`src/rtl/core/assert_macros.svh`:
```
// Assertion macros shared by the waveform column peak span RTL.
// No dependencies; included by the modules that carry assertions.
`ifndef ASSERT_MACROS_SVH
`define ASSERT_MACROS_SVH

// Concurrent check on the rising clock edge, disabled while reset is low.
`define WCPS_ASSERT(name, clk, rst_n, prop) \
  name: assert property (@(posedge clk) disable iff (!rst_n) prop) \
    else $error("wcps assertion failed");

// Same check with a message supplied by the caller.
`define WCPS_ASSERT_MSG(name, clk, rst_n, prop, msg) \
  name: assert property (@(posedge clk) disable iff (!rst_n) prop) \
    else $error(msg);

`endif

```
`src/rtl/core/wcps_pkg.sv`:
```
// Package for the waveform column peak span block: field widths,
// register indexes, reset values and parameter defaults. No dependencies.
package wcps_pkg;

  // Parameter defaults
  localparam int MaxColumnsDef = 4096;
  localparam int MaxRowsDef    = 2048;
  localparam int SampleBitsDef = 16;

  // Result field widths
  localparam int ColumnW = 12;
  localparam int RowW    = 11;
  localparam int OutTdataW = ((ColumnW + 2 * RowW + 7) / 8) * 8;

  // Configuration port
  localparam int CfgIndexW  = 2;
  localparam int CfgDataW   = 32;
  localparam int CfgColumnsW = 13;
  localparam int CfgFramesW  = 25;
  localparam int CfgRowsW    = 12;

  localparam logic [CfgColumnsW-1:0] ColumnsRst = CfgColumnsW'(1024);
  localparam logic [CfgFramesW-1:0]  FramesRst  = CfgFramesW'(1048576);
  localparam logic [CfgRowsW-1:0]    RowsRst    = CfgRowsW'(512);

  typedef enum logic [CfgIndexW-1:0] {
    CFG_COLUMNS     = 2'd0,
    CFG_FRAME_COUNT = 2'd1,
    CFG_ROWS        = 2'd2
  } cfg_reg_e;

endpackage

```
`src/rtl/core/wcps_cfg.sv`:
```
// Configuration registers, effective-value clamping and re-arm sequencing.
// Depends on wcps_pkg.
module wcps_cfg #(
  parameter int MAX_COLUMNS = wcps_pkg::MaxColumnsDef,
  parameter int MAX_ROWS    = wcps_pkg::MaxRowsDef,
  localparam int CW = $clog2(MAX_COLUMNS + 1),
  localparam int RW = $clog2(MAX_ROWS + 1)
) (
  input  logic                           clk_i,
  input  logic                           rst_ni,
  input  logic                           cfg_valid_i,
  output logic                           cfg_ready_o,
  input  logic [wcps_pkg::CfgIndexW-1:0] cfg_index_i,
  input  logic [wcps_pkg::CfgDataW-1:0]  cfg_data_i,
  output logic [CW-1:0]                  eff_cols_o,
  output logic [wcps_pkg::CfgFramesW-1:0] eff_frames_o,
  output logic [RW-1:0]                  eff_rows_o,
  output logic                           rearm_o
);

  logic [wcps_pkg::CfgColumnsW-1:0] cols_q, cols_d;
  logic [wcps_pkg::CfgFramesW-1:0]  frames_q, frames_d;
  logic [wcps_pkg::CfgRowsW-1:0]    rows_q, rows_d;
  logic [CW-1:0]                    eff_cols_q, eff_cols_d;
  logic [wcps_pkg::CfgFramesW-1:0]  eff_frames_q, eff_frames_d;
  logic [RW-1:0]                    eff_rows_q, eff_rows_d;
  logic [1:0]                       pend_q, pend_d;
  logic                             wr, wr_hit;
  logic [31:0]                      cols_ext, rows_ext;
  logic [wcps_pkg::CfgFramesW-1:0]  cols_frames;

  assign cfg_ready_o = 1'b1;
  assign wr = cfg_valid_i & cfg_ready_o;

  // A beat to an index past the register list changes nothing.
  always_comb begin
    cols_d   = cols_q;
    frames_d = frames_q;
    rows_d   = rows_q;
    wr_hit   = 1'b0;
    if (wr) begin
      unique case (wcps_pkg::cfg_reg_e'(cfg_index_i))
        wcps_pkg::CFG_COLUMNS: begin
          cols_d = cfg_data_i[wcps_pkg::CfgColumnsW-1:0];
          wr_hit = 1'b1;
        end
        wcps_pkg::CFG_FRAME_COUNT: begin
          frames_d = cfg_data_i[wcps_pkg::CfgFramesW-1:0];
          wr_hit   = 1'b1;
        end
        wcps_pkg::CFG_ROWS: begin
          rows_d = cfg_data_i[wcps_pkg::CfgRowsW-1:0];
          wr_hit = 1'b1;
        end
        default: ;
      endcase
    end
  end

  // Clamp zero to one and saturate at the configured maximum.
  always_comb begin
    cols_ext = 32'(cols_q);
    rows_ext = 32'(rows_q);
    if (cols_ext == 32'd0) begin
      eff_cols_d = CW'(1);
    end else if (cols_ext > 32'(MAX_COLUMNS)) begin
      eff_cols_d = CW'(MAX_COLUMNS);
    end else begin
      eff_cols_d = CW'(cols_ext);
    end
    if (rows_ext == 32'd0) begin
      eff_rows_d = RW'(1);
    end else if (rows_ext > 32'(MAX_ROWS)) begin
      eff_rows_d = RW'(MAX_ROWS);
    end else begin
      eff_rows_d = RW'(rows_ext);
    end
    cols_frames  = wcps_pkg::CfgFramesW'(eff_cols_d);
    eff_frames_d = (frames_q < cols_frames) ? cols_frames : frames_q;
  end

  // Re-arm holds while first the register and then its clamped copy update.
  always_comb begin
    if (wr_hit) begin
      pend_d = 2'd2;
    end else if (pend_q != 2'd0) begin
      pend_d = pend_q - 2'd1;
    end else begin
      pend_d = pend_q;
    end
  end

  always_ff @(posedge clk_i or negedge rst_ni) begin
    if (!rst_ni) begin
      cols_q       <= wcps_pkg::ColumnsRst;
      frames_q     <= wcps_pkg::FramesRst;
      rows_q       <= wcps_pkg::RowsRst;
      eff_cols_q   <= CW'(1);
      eff_frames_q <= wcps_pkg::CfgFramesW'(1);
      eff_rows_q   <= RW'(1);
      pend_q       <= 2'd2;
    end else begin
      cols_q       <= cols_d;
      frames_q     <= frames_d;
      rows_q       <= rows_d;
      eff_cols_q   <= eff_cols_d;
      eff_frames_q <= eff_frames_d;
      eff_rows_q   <= eff_rows_d;
      pend_q       <= pend_d;
    end
  end

  assign eff_cols_o   = eff_cols_q;
  assign eff_frames_o = eff_frames_q;
  assign eff_rows_o   = eff_rows_q;
  assign rearm_o      = (pend_q != 2'd0);

endmodule

```
`src/rtl/core/wcps_bin.sv`:
```
// Bin tracker: add-only bin-end accumulators, running min/max and the
// closed-bin record register. Depends on wcps_pkg and assert_macros.svh.
`include "assert_macros.svh"

module wcps_bin #(
  parameter int MAX_COLUMNS = wcps_pkg::MaxColumnsDef,
  parameter int SAMPLE_BITS = wcps_pkg::SampleBitsDef,
  localparam int CW  = $clog2(MAX_COLUMNS + 1),
  localparam int CIW = $clog2(MAX_COLUMNS),
  localparam int AW  = wcps_pkg::CfgFramesW + CIW + 1
) (
  input  logic                            clk_i,
  input  logic                            rst_ni,
  input  logic [CW-1:0]                   eff_cols_i,
  input  logic [wcps_pkg::CfgFramesW-1:0] eff_frames_i,
  input  logic                            rearm_i,
  input  logic                            in_valid_i,
  output logic                            in_ready_o,
  input  logic signed [SAMPLE_BITS-1:0]   left_i,
  input  logic signed [SAMPLE_BITS-1:0]   right_i,
  output logic                            rec_valid_o,
  input  logic                            rec_ready_i,
  output logic [CIW-1:0]                  rec_column_o,
  output logic                            rec_last_o,
  output logic signed [SAMPLE_BITS-1:0]   rec_min_o,
  output logic signed [SAMPLE_BITS-1:0]   rec_max_o
);

  logic [CIW-1:0]                 col_q, col_d;
  logic [AW-1:0]                  bin_end_q, bin_end_d;
  logic [AW-1:0]                  thr_q, thr_d;
  logic signed [SAMPLE_BITS-1:0]  min_q, min_d, max_q, max_d;
  logic signed [SAMPLE_BITS-1:0]  min_n, max_n;
  logic                           rec_valid_q, rec_valid_d;
  logic [CIW-1:0]                 rec_col_q;
  logic                           rec_last_q;
  logic signed [SAMPLE_BITS-1:0]  rec_min_q, rec_max_q;
  logic                           rec_free, accept, emit, last;
  logic [AW-1:0]                  w_acc, n_acc;

  assign rec_free   = !rec_valid_q || rec_ready_i;
  assign in_ready_o = !rearm_i && rec_free;
  assign accept     = in_valid_i && in_ready_o;

  assign w_acc = AW'(eff_cols_i);
  assign n_acc = AW'(eff_frames_i);
  assign emit  = !(thr_q <= bin_end_q);
  assign last  = (CW'(col_q) + CW'(1)) >= eff_cols_i;

  always_comb begin
    min_n = min_q;
    max_n = max_q;
    if (left_i < min_n) min_n = left_i;
    if (left_i > max_n) max_n = left_i;
    if (right_i < min_n) min_n = right_i;
    if (right_i > max_n) max_n = right_i;
  end

  always_comb begin
    col_d     = col_q;
    bin_end_d = bin_end_q;
    thr_d     = thr_q;
    min_d     = min_q;
    max_d     = max_q;
    if (rearm_i) begin
      col_d     = '0;
      bin_end_d = n_acc;
      thr_d     = w_acc << 1;
      min_d     = '0;
      max_d     = '0;
    end else if (accept) begin
      if (!emit) begin
        thr_d = thr_q + w_acc;
        min_d = min_n;
        max_d = max_n;
      end else if (last) begin
        col_d     = '0;
        bin_end_d = n_acc;
        thr_d     = w_acc << 1;
        min_d     = '0;
        max_d     = '0;
      end else begin
        col_d     = col_q + CIW'(1);
        bin_end_d = bin_end_q + n_acc;
        thr_d     = thr_q + w_acc;
        min_d     = '0;
        max_d     = '0;
      end
    end
  end

  always_comb begin
    rec_valid_d = rec_valid_q;
    if (rec_valid_q && rec_ready_i) rec_valid_d = 1'b0;
    if (accept && emit) rec_valid_d = 1'b1;
  end

  always_ff @(posedge clk_i or negedge rst_ni) begin
    if (!rst_ni) begin
      col_q       <= '0;
      bin_end_q   <= '0;
      thr_q       <= '0;
      min_q       <= '0;
      max_q       <= '0;
      rec_valid_q <= 1'b0;
    end else begin
      col_q       <= col_d;
      bin_end_q   <= bin_end_d;
      thr_q       <= thr_d;
      min_q       <= min_d;
      max_q       <= max_d;
      rec_valid_q <= rec_valid_d;
    end
  end

  // Record payload: load on a closing beat only.
  always_ff @(posedge clk_i) begin
    if (accept && emit) begin
      rec_col_q  <= col_q;
      rec_last_q <= last;
      rec_min_q  <= min_n;
      rec_max_q  <= max_n;
    end
  end

  assign rec_valid_o  = rec_valid_q;
  assign rec_column_o = rec_col_q;
  assign rec_last_o   = rec_last_q;
  assign rec_min_o    = rec_min_q;
  assign rec_max_o    = rec_max_q;

  `WCPS_ASSERT(a_last_wraps, clk_i, rst_ni,
    (accept && emit && last) |=> (col_q == '0))
  `WCPS_ASSERT_MSG(a_col_in_range, clk_i, rst_ni,
    (!rearm_i) |-> (CW'(col_q) < eff_cols_i), "column index past column count")

endmodule

```
`src/rtl/core/wcps_row.sv`:
```
// Row mapper: scales bin min/max to pixel rows with one multiply each,
// clamps the bottom row and holds the result beat. Depends on wcps_pkg
// and assert_macros.svh.
`include "assert_macros.svh"

module wcps_row #(
  parameter int MAX_COLUMNS = wcps_pkg::MaxColumnsDef,
  parameter int MAX_ROWS    = wcps_pkg::MaxRowsDef,
  parameter int SAMPLE_BITS = wcps_pkg::SampleBitsDef,
  localparam int CIW = $clog2(MAX_COLUMNS),
  localparam int RW  = $clog2(MAX_ROWS + 1)
) (
  input  logic                          clk_i,
  input  logic                          rst_ni,
  input  logic [RW-1:0]                 eff_rows_i,
  input  logic                          rec_valid_i,
  output logic                          rec_ready_o,
  input  logic [CIW-1:0]                rec_column_i,
  input  logic                          rec_last_i,
  input  logic signed [SAMPLE_BITS-1:0] rec_min_i,
  input  logic signed [SAMPLE_BITS-1:0] rec_max_i,
  output logic                          out_valid_o,
  input  logic                          out_ready_i,
  output logic [CIW-1:0]                out_column_o,
  output logic [RW-1:0]                 out_top_o,
  output logic [RW-1:0]                 out_bottom_o,
  output logic                          out_last_o
);

  localparam int SB = SAMPLE_BITS;
  localparam int PW = RW + SB + 1;
  localparam logic [SB+1:0] FullScale = (SB + 2)'(1) << (SB - 1);

  logic [SB+1:0]   top_diff, bot_diff;
  logic [SB:0]     top_span, bot_span;
  logic [PW-1:0]   top_prod, bot_prod;
  logic [RW-1:0]   top_row, bot_row, bot_clamped, h_max;
  logic            out_valid_q, out_valid_d, load;
  logic [CIW-1:0]  col_q;
  logic [RW-1:0]   top_q, bot_q;
  logic            last_q;

  assign rec_ready_o = !out_valid_q || out_ready_i;
  assign load        = rec_valid_i && rec_ready_o;

  // Span is (1 - v) in units of 2^-(SB-1); range 1 .. 2^SB.
  assign top_diff = FullScale - {{2{rec_max_i[SB-1]}}, rec_max_i};
  assign bot_diff = FullScale - {{2{rec_min_i[SB-1]}}, rec_min_i};
  assign top_span = top_diff[SB:0];
  assign bot_span = bot_diff[SB:0];
  assign top_prod = PW'(eff_rows_i) * PW'(top_span);
  assign bot_prod = PW'(eff_rows_i) * PW'(bot_span);
  assign top_row  = top_prod[SB+RW-1:SB];
  assign bot_row  = bot_prod[SB+RW-1:SB];
  assign h_max    = eff_rows_i - RW'(1);

  // A bin minimum of full negative scale lands one past the last row.
  assign bot_clamped = (bot_row > h_max) ? h_max : bot_row;

  always_comb begin
    out_valid_d = out_valid_q;
    if (load) begin
      out_valid_d = 1'b1;
    end else if (out_ready_i) begin
      out_valid_d = 1'b0;
    end
  end

  always_ff @(posedge clk_i or negedge rst_ni) begin
    if (!rst_ni) begin
      out_valid_q <= 1'b0;
    end else begin
      out_valid_q <= out_valid_d;
    end
  end

  always_ff @(posedge clk_i) begin
    if (load) begin
      col_q  <= rec_column_i;
      top_q  <= top_row;
      bot_q  <= bot_clamped;
      last_q <= rec_last_i;
    end
  end

  assign out_valid_o  = out_valid_q;
  assign out_column_o = col_q;
  assign out_top_o    = top_q;
  assign out_bottom_o = bot_q;
  assign out_last_o   = last_q;

  `WCPS_ASSERT_MSG(a_span_ordered, clk_i, rst_ni,
    out_valid_q |-> (top_q <= bot_q), "top row below bottom row")

endmodule

```
`src/rtl/core/waveform_column_peak_span_top.sv`:
```
// Top level of the waveform column peak span block: stream ports, config
// write channel, and the cfg / bin / row stages. Depends on wcps_pkg,
// wcps_cfg, wcps_bin and wcps_row.

// Min/max peak decimation of a stereo stream into image column spans.
// One stereo frame is taken per clock unless s_axis_tready is held low by
// re-arm or by an untaken record; the bin tracker updates its
// accumulators and running min/max in the cycle the beat is accepted, so
// there is no gap between frames. A column result passes through the bin
// record register and then the row multiply and output register before it
// appears on the master side. After reset and after every write to one of
// the three registers the block re-arms for a new image, during which
// s_axis_tready is low; a write to an index past the register list is
// dropped. Config writes are always taken. Column, top row and bottom row
// travel in m_axis_tdata, and tlast marks the image's final column.
module waveform_column_peak_span_top #(
  parameter int MAX_COLUMNS = wcps_pkg::MaxColumnsDef,
  parameter int MAX_ROWS    = wcps_pkg::MaxRowsDef,
  parameter int SAMPLE_BITS = wcps_pkg::SampleBitsDef,
  localparam int InTdataW   = ((2 * SAMPLE_BITS + 7) / 8) * 8
) (
  input  logic                             clk_i,
  input  logic                             rst_ni,
  // Config write channel
  input  logic                             cfg_valid_i,
  output logic                             cfg_ready_o,
  input  logic [wcps_pkg::CfgIndexW-1:0]   cfg_index_i,
  input  logic [wcps_pkg::CfgDataW-1:0]    cfg_data_i,
  // Frame stream in
  input  logic                             s_axis_tvalid,
  output logic                             s_axis_tready,
  // tdata: left_sample, right_sample (low bits first), zero padded
  input  logic [InTdataW-1:0]              s_axis_tdata,
  // Column result stream out
  output logic                             m_axis_tvalid,
  input  logic                             m_axis_tready,
  // tdata: column[11:0], top_row[22:12], bottom_row[33:23], zero padded
  output logic [wcps_pkg::OutTdataW-1:0]   m_axis_tdata,
  // tlast: final_column
  output logic                             m_axis_tlast
);

  localparam int CW  = $clog2(MAX_COLUMNS + 1);
  localparam int CIW = $clog2(MAX_COLUMNS);
  localparam int RW  = $clog2(MAX_ROWS + 1);
  localparam int PadW = wcps_pkg::OutTdataW - wcps_pkg::ColumnW - 2 * wcps_pkg::RowW;

  logic [CW-1:0]                   eff_cols;
  logic [wcps_pkg::CfgFramesW-1:0] eff_frames;
  logic [RW-1:0]                   eff_rows;
  logic                            rearm;
  logic                            rec_valid, rec_ready, rec_last;
  logic [CIW-1:0]                  rec_column;
  logic signed [SAMPLE_BITS-1:0]   rec_min, rec_max;
  logic [CIW-1:0]                  out_column;
  logic [RW-1:0]                   out_top, out_bottom;

  wcps_cfg #(
    .MAX_COLUMNS (MAX_COLUMNS),
    .MAX_ROWS    (MAX_ROWS)
  ) u_cfg (
    .clk_i        (clk_i),
    .rst_ni       (rst_ni),
    .cfg_valid_i  (cfg_valid_i),
    .cfg_ready_o  (cfg_ready_o),
    .cfg_index_i  (cfg_index_i),
    .cfg_data_i   (cfg_data_i),
    .eff_cols_o   (eff_cols),
    .eff_frames_o (eff_frames),
    .eff_rows_o   (eff_rows),
    .rearm_o      (rearm)
  );

  wcps_bin #(
    .MAX_COLUMNS (MAX_COLUMNS),
    .SAMPLE_BITS (SAMPLE_BITS)
  ) u_bin (
    .clk_i        (clk_i),
    .rst_ni       (rst_ni),
    .eff_cols_i   (eff_cols),
    .eff_frames_i (eff_frames),
    .rearm_i      (rearm),
    .in_valid_i   (s_axis_tvalid),
    .in_ready_o   (s_axis_tready),
    .left_i       ($signed(s_axis_tdata[SAMPLE_BITS-1:0])),
    .right_i      ($signed(s_axis_tdata[2*SAMPLE_BITS-1:SAMPLE_BITS])),
    .rec_valid_o  (rec_valid),
    .rec_ready_i  (rec_ready),
    .rec_column_o (rec_column),
    .rec_last_o   (rec_last),
    .rec_min_o    (rec_min),
    .rec_max_o    (rec_max)
  );

  wcps_row #(
    .MAX_COLUMNS (MAX_COLUMNS),
    .MAX_ROWS    (MAX_ROWS),
    .SAMPLE_BITS (SAMPLE_BITS)
  ) u_row (
    .clk_i        (clk_i),
    .rst_ni       (rst_ni),
    .eff_rows_i   (eff_rows),
    .rec_valid_i  (rec_valid),
    .rec_ready_o  (rec_ready),
    .rec_column_i (rec_column),
    .rec_last_i   (rec_last),
    .rec_min_i    (rec_min),
    .rec_max_i    (rec_max),
    .out_valid_o  (m_axis_tvalid),
    .out_ready_i  (m_axis_tready),
    .out_column_o (out_column),
    .out_top_o    (out_top),
    .out_bottom_o (out_bottom),
    .out_last_o   (m_axis_tlast)
  );

  assign m_axis_tdata = {PadW'(0),
                         wcps_pkg::RowW'(out_bottom),
                         wcps_pkg::RowW'(out_top),
                         wcps_pkg::ColumnW'(out_column)};

endmodule

```
`config.mk`:
```
export PLATFORM = sky130hd
export DESIGN_NAME = waveform_column_peak_span_top
export DESIGN_NICKNAME = d
export VERILOG_FILES = /design/src/rtl/core/wcps_pkg.sv /design/src/rtl/core/wcps_cfg.sv /design/src/rtl/core/wcps_bin.sv /design/src/rtl/core/wcps_row.sv /design/src/rtl/core/waveform_column_peak_span_top.sv
export VERILOG_INCLUDE_DIRS = /design/src /design/src/rtl/core
export SDC_FILE = /design/constraint.sdc
export NUM_CORES = 2
export LEC_CHECK = 0
export BUFFER_PORTS_ARGS = -buffer_cell sky130_fd_sc_hd__buf_2
export CORE_UTILIZATION = 49
export CTS_CLUSTER_DIAMETER = 40
export DETAILED_ROUTE_END_ITERATION = 10
export GPL_TIMING_DRIVEN = 0
export PLACE_DENSITY = 0.71
export SYNTH_ARGS = -nofsm -noshare
export SYNTH_HDL_FRONTEND = slang
export SYNTH_SLANG_ARGS = --single-unit
```
`constraint.sdc`:
```
create_clock -name clk_i -period 14.86 [get_ports clk_i]
set_input_delay 2.229 -clock clk_i [delete_from_list [all_inputs] [get_ports clk_i]]
set_output_delay 2.229 -clock clk_i [all_outputs]
set_load 0.01 [all_outputs]
```
# == Word-level counts from Yosys, hierarchy flattened ==
# Index checks and enable logic that the tools add are counted.
# op_classes
mul,2
addsub,8
n_reduce_logical,23
muxes,36
order_cmp,10
eq_ne,3
# op_table
op,n
two-way mux 38 bit,8
two-way mux 16 bit,10
two-way mux 12 bit,6
adder 38 x 13 -> 38 bit,1
adder 38 x 25 -> 38 bit,1
<= comparator 38 bit,1
"subtractor 17 x 16 -> 17 bit, first input constant",2
> comparator 16 bit,2
< comparator 16 bit,2
multiplier 12 x 17 -> 28 bit,1
multiplier 12 x 17 -> 27 bit,1
two-way mux 13 bit,2
< comparator 25 x 13 -> 1 bit,1
two-way mux 25 bit,1
"adder 12 x 1 -> 13 bit, second input constant",1
>= comparator 13 bit,1
"> comparator 13 bit, second input constant",1
logical NOT 13 bit,1
"adder 12 x 1 -> 12 bit, second input constant",1
> comparator 12 bit,1
"> comparator 12 bit, second input constant",1
logical NOT 12 bit,1
"subtractor 12 x 1 -> 12 bit, second input constant",1
two-way mux 11 bit,1
13 further kinds,33
# word_totals
output_inout_bits,44
word_cells,104
ff_bits,304
input_bits,71

# == Longest topological paths before layout ==
# logic_depth
word_depth,7
ltp_mapped,35

# == By module ==
# Synthesis repeated with hierarchy kept, for this count alone.
# unflattened
cells_unflattened,3300
area_unflattened_um2,31162.4
# by_module_without_submodules
module,area_per_inst_um2,cells_per_inst,instances,seq_area_each_um2
wcps_row,14677.8,1677,1,1136.1
wcps_bin,12420.7,1334,1,4379.2
wcps_cfg,4015.1,282,1,2561.2
waveform_column_peak_span_top,48.8,7,1,0.0

# == Least setup slack after synthesis ==
# No wires, ideal clock.
# synth_path
kind,register -> register
startpoint,"register u_bin.rec_min_q[0], in the netlist u_bin.rec_min_o[0]"
endpoint,"register u_row.bot_q[10], in the netlist u_row.out_bottom_o[10], data pin"
setup_time_ps,254
setup_slack_ps,6183
stages_incl_launch_ff,34
t_arrival_ps,8423
path_cell_list,edfxtp_1 -> inv_1 -> ha_1 -> nand2_1 -> or3_1 -> nor4_1 -> nor2b_1 -> xnor2_1 -> clkbuf_1 -> nand2_1 -> fa_1 -> fa_1 -> inv_1 -> fa_1 -> fa_1 -> inv_1 -> fa_1 -> inv_1 -> ha_1 -> a21o_1 -> a21oi_1 -> nor3b_1 -> o21ai_2 -> a311oi_2 -> o21ai_0 -> a21oi_1 -> xnor2_1 -> ha_1 -> a21o_1 -> a21o_1 -> a2111oi_0 -> nor2_1 -> clkbuf_1 -> o21a_1
# synth_between
elab_chain_cells,4
# synth_rtl
element,line_no,rtl
"start, declared",wcps_bin.sv:37,"logic signed [SAMPLE_BITS-1:0] rec_min_q, rec_max_q;"
"start signal, assigned",wcps_bin.sv:121,rec_min_q <= min_n;
subtractor 17 x 16 -> 17 bit *,wcps_row.sv:48,"assign bot_diff = FullScale - {{2{rec_min_i[SB-1]}}, rec_min_i};"
multiplier 12 x 17 -> 28 bit *,wcps_row.sv:52,assign bot_prod = PW'(eff_rows_i) * PW'(bot_span);
> comparator 12 bit,wcps_row.sv:58,assign bot_clamped = (bot_row > h_max) ? h_max : bot_row;
two-way mux 11 bit *,wcps_row.sv:58,
named net u_row.bot_clamped[10],wcps_row.sv:37,"logic [RW-1:0] top_row, bot_row, bot_clamped, h_max;"
"end signal, assigned",wcps_row.sv:81,bot_q <= bot_clamped;
"end, declared",wcps_row.sv:40,"logic [RW-1:0] top_q, bot_q;"
# The timed path passes the listed nets; every way through them passes the cells marked *.
# A chain may end at the register's enable or synchronous reset.

# == Worst setup path after layout ==
# layout_path
startpoint,"register u_bin.rec_min_q[0], in the netlist u_bin.rec_min_o[0]"
endpoint,"register u_row.bot_q[8], in the netlist u_row.out_bottom_o[8], data pin"
# Same word-level chain as after synthesis.

==> impl_metrics.tcl <==
set metrics [dict create \
    outcome "completed" \
    synth_fa_ha_area_frac 0.322 \
    grt.overflow.total 0 \
    finClkSkew_ps 29.2 \
    detailed_place.area_um2 31500 \
    ys_async_sr_fraction 0.737 \
    antenna_violating_nets_post_route 0 \
    detail_route.wl_per_cell_um 18.6 \
    leakagePower_nw 15.9 \
    timing_hold_violations_final 0 \
    max_cap_viols 0 \
    longest_individual_stage_delay_on_the_worst_path_ps 920 \
    synthMuxAreaShare 0.0385 \
    cts_made_buffers 50 \
    first_global_vias 23308 \
    post_synth_inst_count 3163 \
    netlist.area_leader.share 0.199 \
    count_of_final_max_slew_check_failures 0 \
    grt_max_degree 120 \
    placer_congestion 0.937 \
    layout.filler_cells 5425 \
    clock_tree.htree_level_count 2 \
    path_clk_slew_ps 60 \
    max-vdd-ir-drop_v 0.000150 \
    holdBufCountCts 0 \
    yosys.area_share.simple 0.151 \
    worst_setup_path_end_kind "flop" \
    worst-r2r-setup-slack_ps 3780 \
    setup.worst_path.class "flop to flop" \
    yosysSeqAreaShare 0.268 \
    synthesis.area_um2 29900 \
    finalNetCount 3986 \
    ys_warn_count 0 \
    n_antenna_cell 0 \
    most-common-layout-cells "453 x sky130_fd_sc_hd__inv_1, 400 x sky130_fd_sc_hd__nand2_1, 298 x sky130_fd_sc_hd__fa_1" \
    critPathMaxFanout 10 \
    timing.setup.tns_ps 0 \
    synth-xor-area-share 0.0340 \
    final_core_util 0.551 \
    area_growth_from_synthesis_to_layout_pct 11.1 \
    numClockSinks 304 \
    drc 0 \
    portion_of_the_clock_cycle_consumed_by_the_worst_path_in_the_final_layout 0.745 \
    detail_route.wirelength_mm 77.0 \
    worst_ep_arrival_time_ps 11390 \
    port_buffers 100 \
    fraction_of_layout_instances_using_a_drive_strength_above_1 0.0877 \
    count_of_flip_flops_with_a_built_in_enable_after_synthesis 80 \
    vias 22941 \
    finalSetupViolations 0 \
    min-delay-path-class "flop to flop" \
    worstSkewPairLatency_ps 600 \
    synth_top_family_by_area "adder cells" \
    layout_min_cycle_time_ps 11080 \
    floorplan.die.height_um 249 \
    cts_resized 0 \
    die_area_um2 62000 \
    setup.worst_path.start_class "flop" \
    synth.top_cells.by_area "sky130_fd_sc_hd__fa_1 20%, sky130_fd_sc_hd__dfrtp_1 18%, sky130_fd_sc_hd__ha_1 12%, sky130_fd_sc_hd__edfxtp_1 8.0%, sky130_fd_sc_hd__inv_1 5.7%" \
    clk_path_buf_depth 3 \
    critical_path.slowest_cell "sky130_fd_sc_hd__a2111oi_0" \
    final_design_area_no_fill_um2 33200 \
    detailedRoute.firstPassIterationCount 7 \
    synthesized_area_fraction_occupied_by_ao_oa_aoi_and_oai_cells 0.106 \
    final_common_cell "sky130_fd_sc_hd__inv_1" \
    yosysUniqueCellTypes 86 \
    groute.usage.overall 0.255 \
    post_drt_via_cell_ratio 5.53 \
    floorplan.initialDensity 0.496 \
    synth_top_flop_cell "sky130_fd_sc_hd__dfrtp_1" \
    clock-root-buffer "sky130_fd_sc_hd__clkbuf_16" \
    synth_top_cell_by_area "sky130_fd_sc_hd__fa_1" \
    dp_hpwl_mm 60.8 \
    rsz0062_at_grt "no" \
    grt_pass1_wl_mm 125 \
    path_common_cell "sky130_fd_sc_hd__fa_1" \
    slew-limit-headroom 0.273 \
    ys_ff_latch 304 \
    drt_iter0_drc 1388 \
    antenna_found_initial 0 \
    syn_area_per_cell_um2 9.46 \
    cts_tree "built" \
    floorplan.io_pins 115 \
    fmaxAchievable_mhz 90.3 \
    floorplan.core_area_um2 60400 \
    slew_at_the_pin_closest_to_its_max_slew_limit_ps 1060 \
    power.density_nw_per_um2 191 \
    placement_rows 90 \
    postCtsSetupBuffers 0 \
    floorplan.die.width_um 249 \
    required_time_at_the_endpoint_of_the_critical_path_ps 15170 \
]
==> power breakdown <==
part / internal, mW / leakage (nW) / total [mW] / switching, mW
combinational: 1.58 / 11.5 / 3.96 / 2.38
sequential: 1.07 / 3.59 / 1.19 / 0.116
clock: 0.733 / 0.835 / 1.20 / 0.465
total: 3.38 / 15.9 / 6.34 / 2.96
==> cell usage after synthesis (18+ instances only) <==
| master | n |
|---|---|
| sky130_fd_sc_hd__dfrtp_1 | 217 |
| sky130_fd_sc_hd__nand2b_1 | 24 |
| sky130_fd_sc_hd__xnor2_1 | 69 |
| sky130_fd_sc_hd__nor2_1 | 142 |
| sky130_fd_sc_hd__fa_1 | 298 |
| sky130_fd_sc_hd__nor2b_1 | 29 |
| sky130_fd_sc_hd__a211oi_1 | 31 |
| sky130_fd_sc_hd__mux2i_1 | 52 |
| sky130_fd_sc_hd__a21o_1 | 53 |
| sky130_fd_sc_hd__xor2_1 | 47 |
| sky130_fd_sc_hd__nand2_1 | 400 |
| sky130_fd_sc_hd__clkbuf_1 | 136 |
| sky130_fd_sc_hd__edfxtp_1 | 80 |
| sky130_fd_sc_hd__and2_1 | 130 |
| sky130_fd_sc_hd__mux2_2 | 54 |
| sky130_fd_sc_hd__and3_1 | 27 |
| sky130_fd_sc_hd__a22o_1 | 33 |
| sky130_fd_sc_hd__nor3_1 | 33 |
| sky130_fd_sc_hd__nor4_1 | 23 |
| sky130_fd_sc_hd__o21ai_0 | 105 |
| sky130_fd_sc_hd__o21a_1 | 23 |
| sky130_fd_sc_hd__a21oi_1 | 136 |
| sky130_fd_sc_hd__ha_1 | 294 |
| sky130_fd_sc_hd__a31oi_1 | 18 |
| sky130_fd_sc_hd__nand4_1 | 42 |
| sky130_fd_sc_hd__inv_1 | 454 |
| sky130_fd_sc_hd__nand3_1 | 37 |
==> worst max-delay path, delay by kind of cell (launching register included) <==
family          cells  cell delay [ps]
compound gates      8             3040
buf+inv             6             1100
fa+ha+maj           8             3370
xor+xnor            2              430
simple gates       10             2350
flops               1              500
==> cell families (layout without fill, tap and decap cells) <==
kind of cell | count (synthesis) | count (layout)
AO/OA/AOI/OAI | 486 | 486
XOR/XNOR | 116 | 116
adder cells (fa/ha/maj) | 592 | 592
buffers and inverters | 613 | 809
flip-flops | 304 | 304
multiplexers | 107 | 107
other | 2 | 7
AND/OR/NAND/NOR | 943 | 943
==> path summary, 6_finish.rpt <==
| path | cells after the start | endpoint | start |
|---|---|---|---|
| worst max-delay path | 34 | u_row.out_bottom_o[8] | u_bin.rec_min_o[0] |
| worst min-delay path | 0 | u_row.out_column_o[6] | u_bin.rec_column_o[6] |
| worst max register to register | 34 | u_row.out_bottom_o[8] | u_bin.rec_min_o[0] |
| worst min register to register | 0 | u_row.out_column_o[6] | u_bin.rec_column_o[6] |
| max in group asynchronous | 2 | u_bin.min_q[0] | rst_ni |
| min in group asynchronous | 1 | u_row.out_valid_o | rst_ni |
==> registers in the layout, summed over array words and instances (netlist names), 13 cells and up <==
| signal | count |
|---|---|
| u_bin.bin_end_q | 38 |
| u_bin.max_q | 16 |
| u_bin.min_q | 16 |
| u_bin.rec_max_o | 16 |
| u_bin.rec_min_o | 16 |
| u_bin.thr_q | 38 |
| u_cfg.cols_q | 13 |
| u_cfg.eff_cols_o | 13 |
| u_cfg.eff_frames_o | 25 |
| u_cfg.frames_q | 25 |
==> metrics by stage <==
step / power [mW] / setup WS [ps] / hold slack, ps / cells
6_report: 6.34 / 3780 / 429 / 4146
5_1_grt: 6.97 / 3190 / 436 / 4146
4_1_cts: 6.38 / 3860 / 434 / 4146
3_5_place_dp: 5.14 / 3940 / 419 / 4053
3_3_place_gp: 5.07 / 4070 / 405 / 4050
2_1_floorplan: 4.09 / 6180 / 400 / 3168
==> metal layers <==
metal | track usage | vias to the layer above | share of wire | wire length (um)
li1 | - | 10770 | - | -
met3 | 0.0380 | 172 | 0.062 | 4770
met2 | 0.416 | 776 | 0.46 | 35700
met1 | 0.342 | 11223 | 0.44 | 33600
met5 | 0 | - | 0 | 0
met4 | 0.0995 | 0 | 0.039 | 2970
==> final cells by class <==
type | instances | area, um2 | share of cell area
Tap cell | 782 | 978 | 0.0294
Multi-Input combinational cell | 2251 | 19500 | 0.588
Sequential cell | 304 | 8020 | 0.241
Timing Repair Buffer | 103 | 578 | 0.0174
Clock buffer | 57 | 1290 | 0.0387
Buffer | 158 | 671 | 0.0202
Clock inverter | 36 | 460 | 0.0139
Inverter | 455 | 1710 | 0.0514
Note: power is estimated with default switching activity, not from simulation.
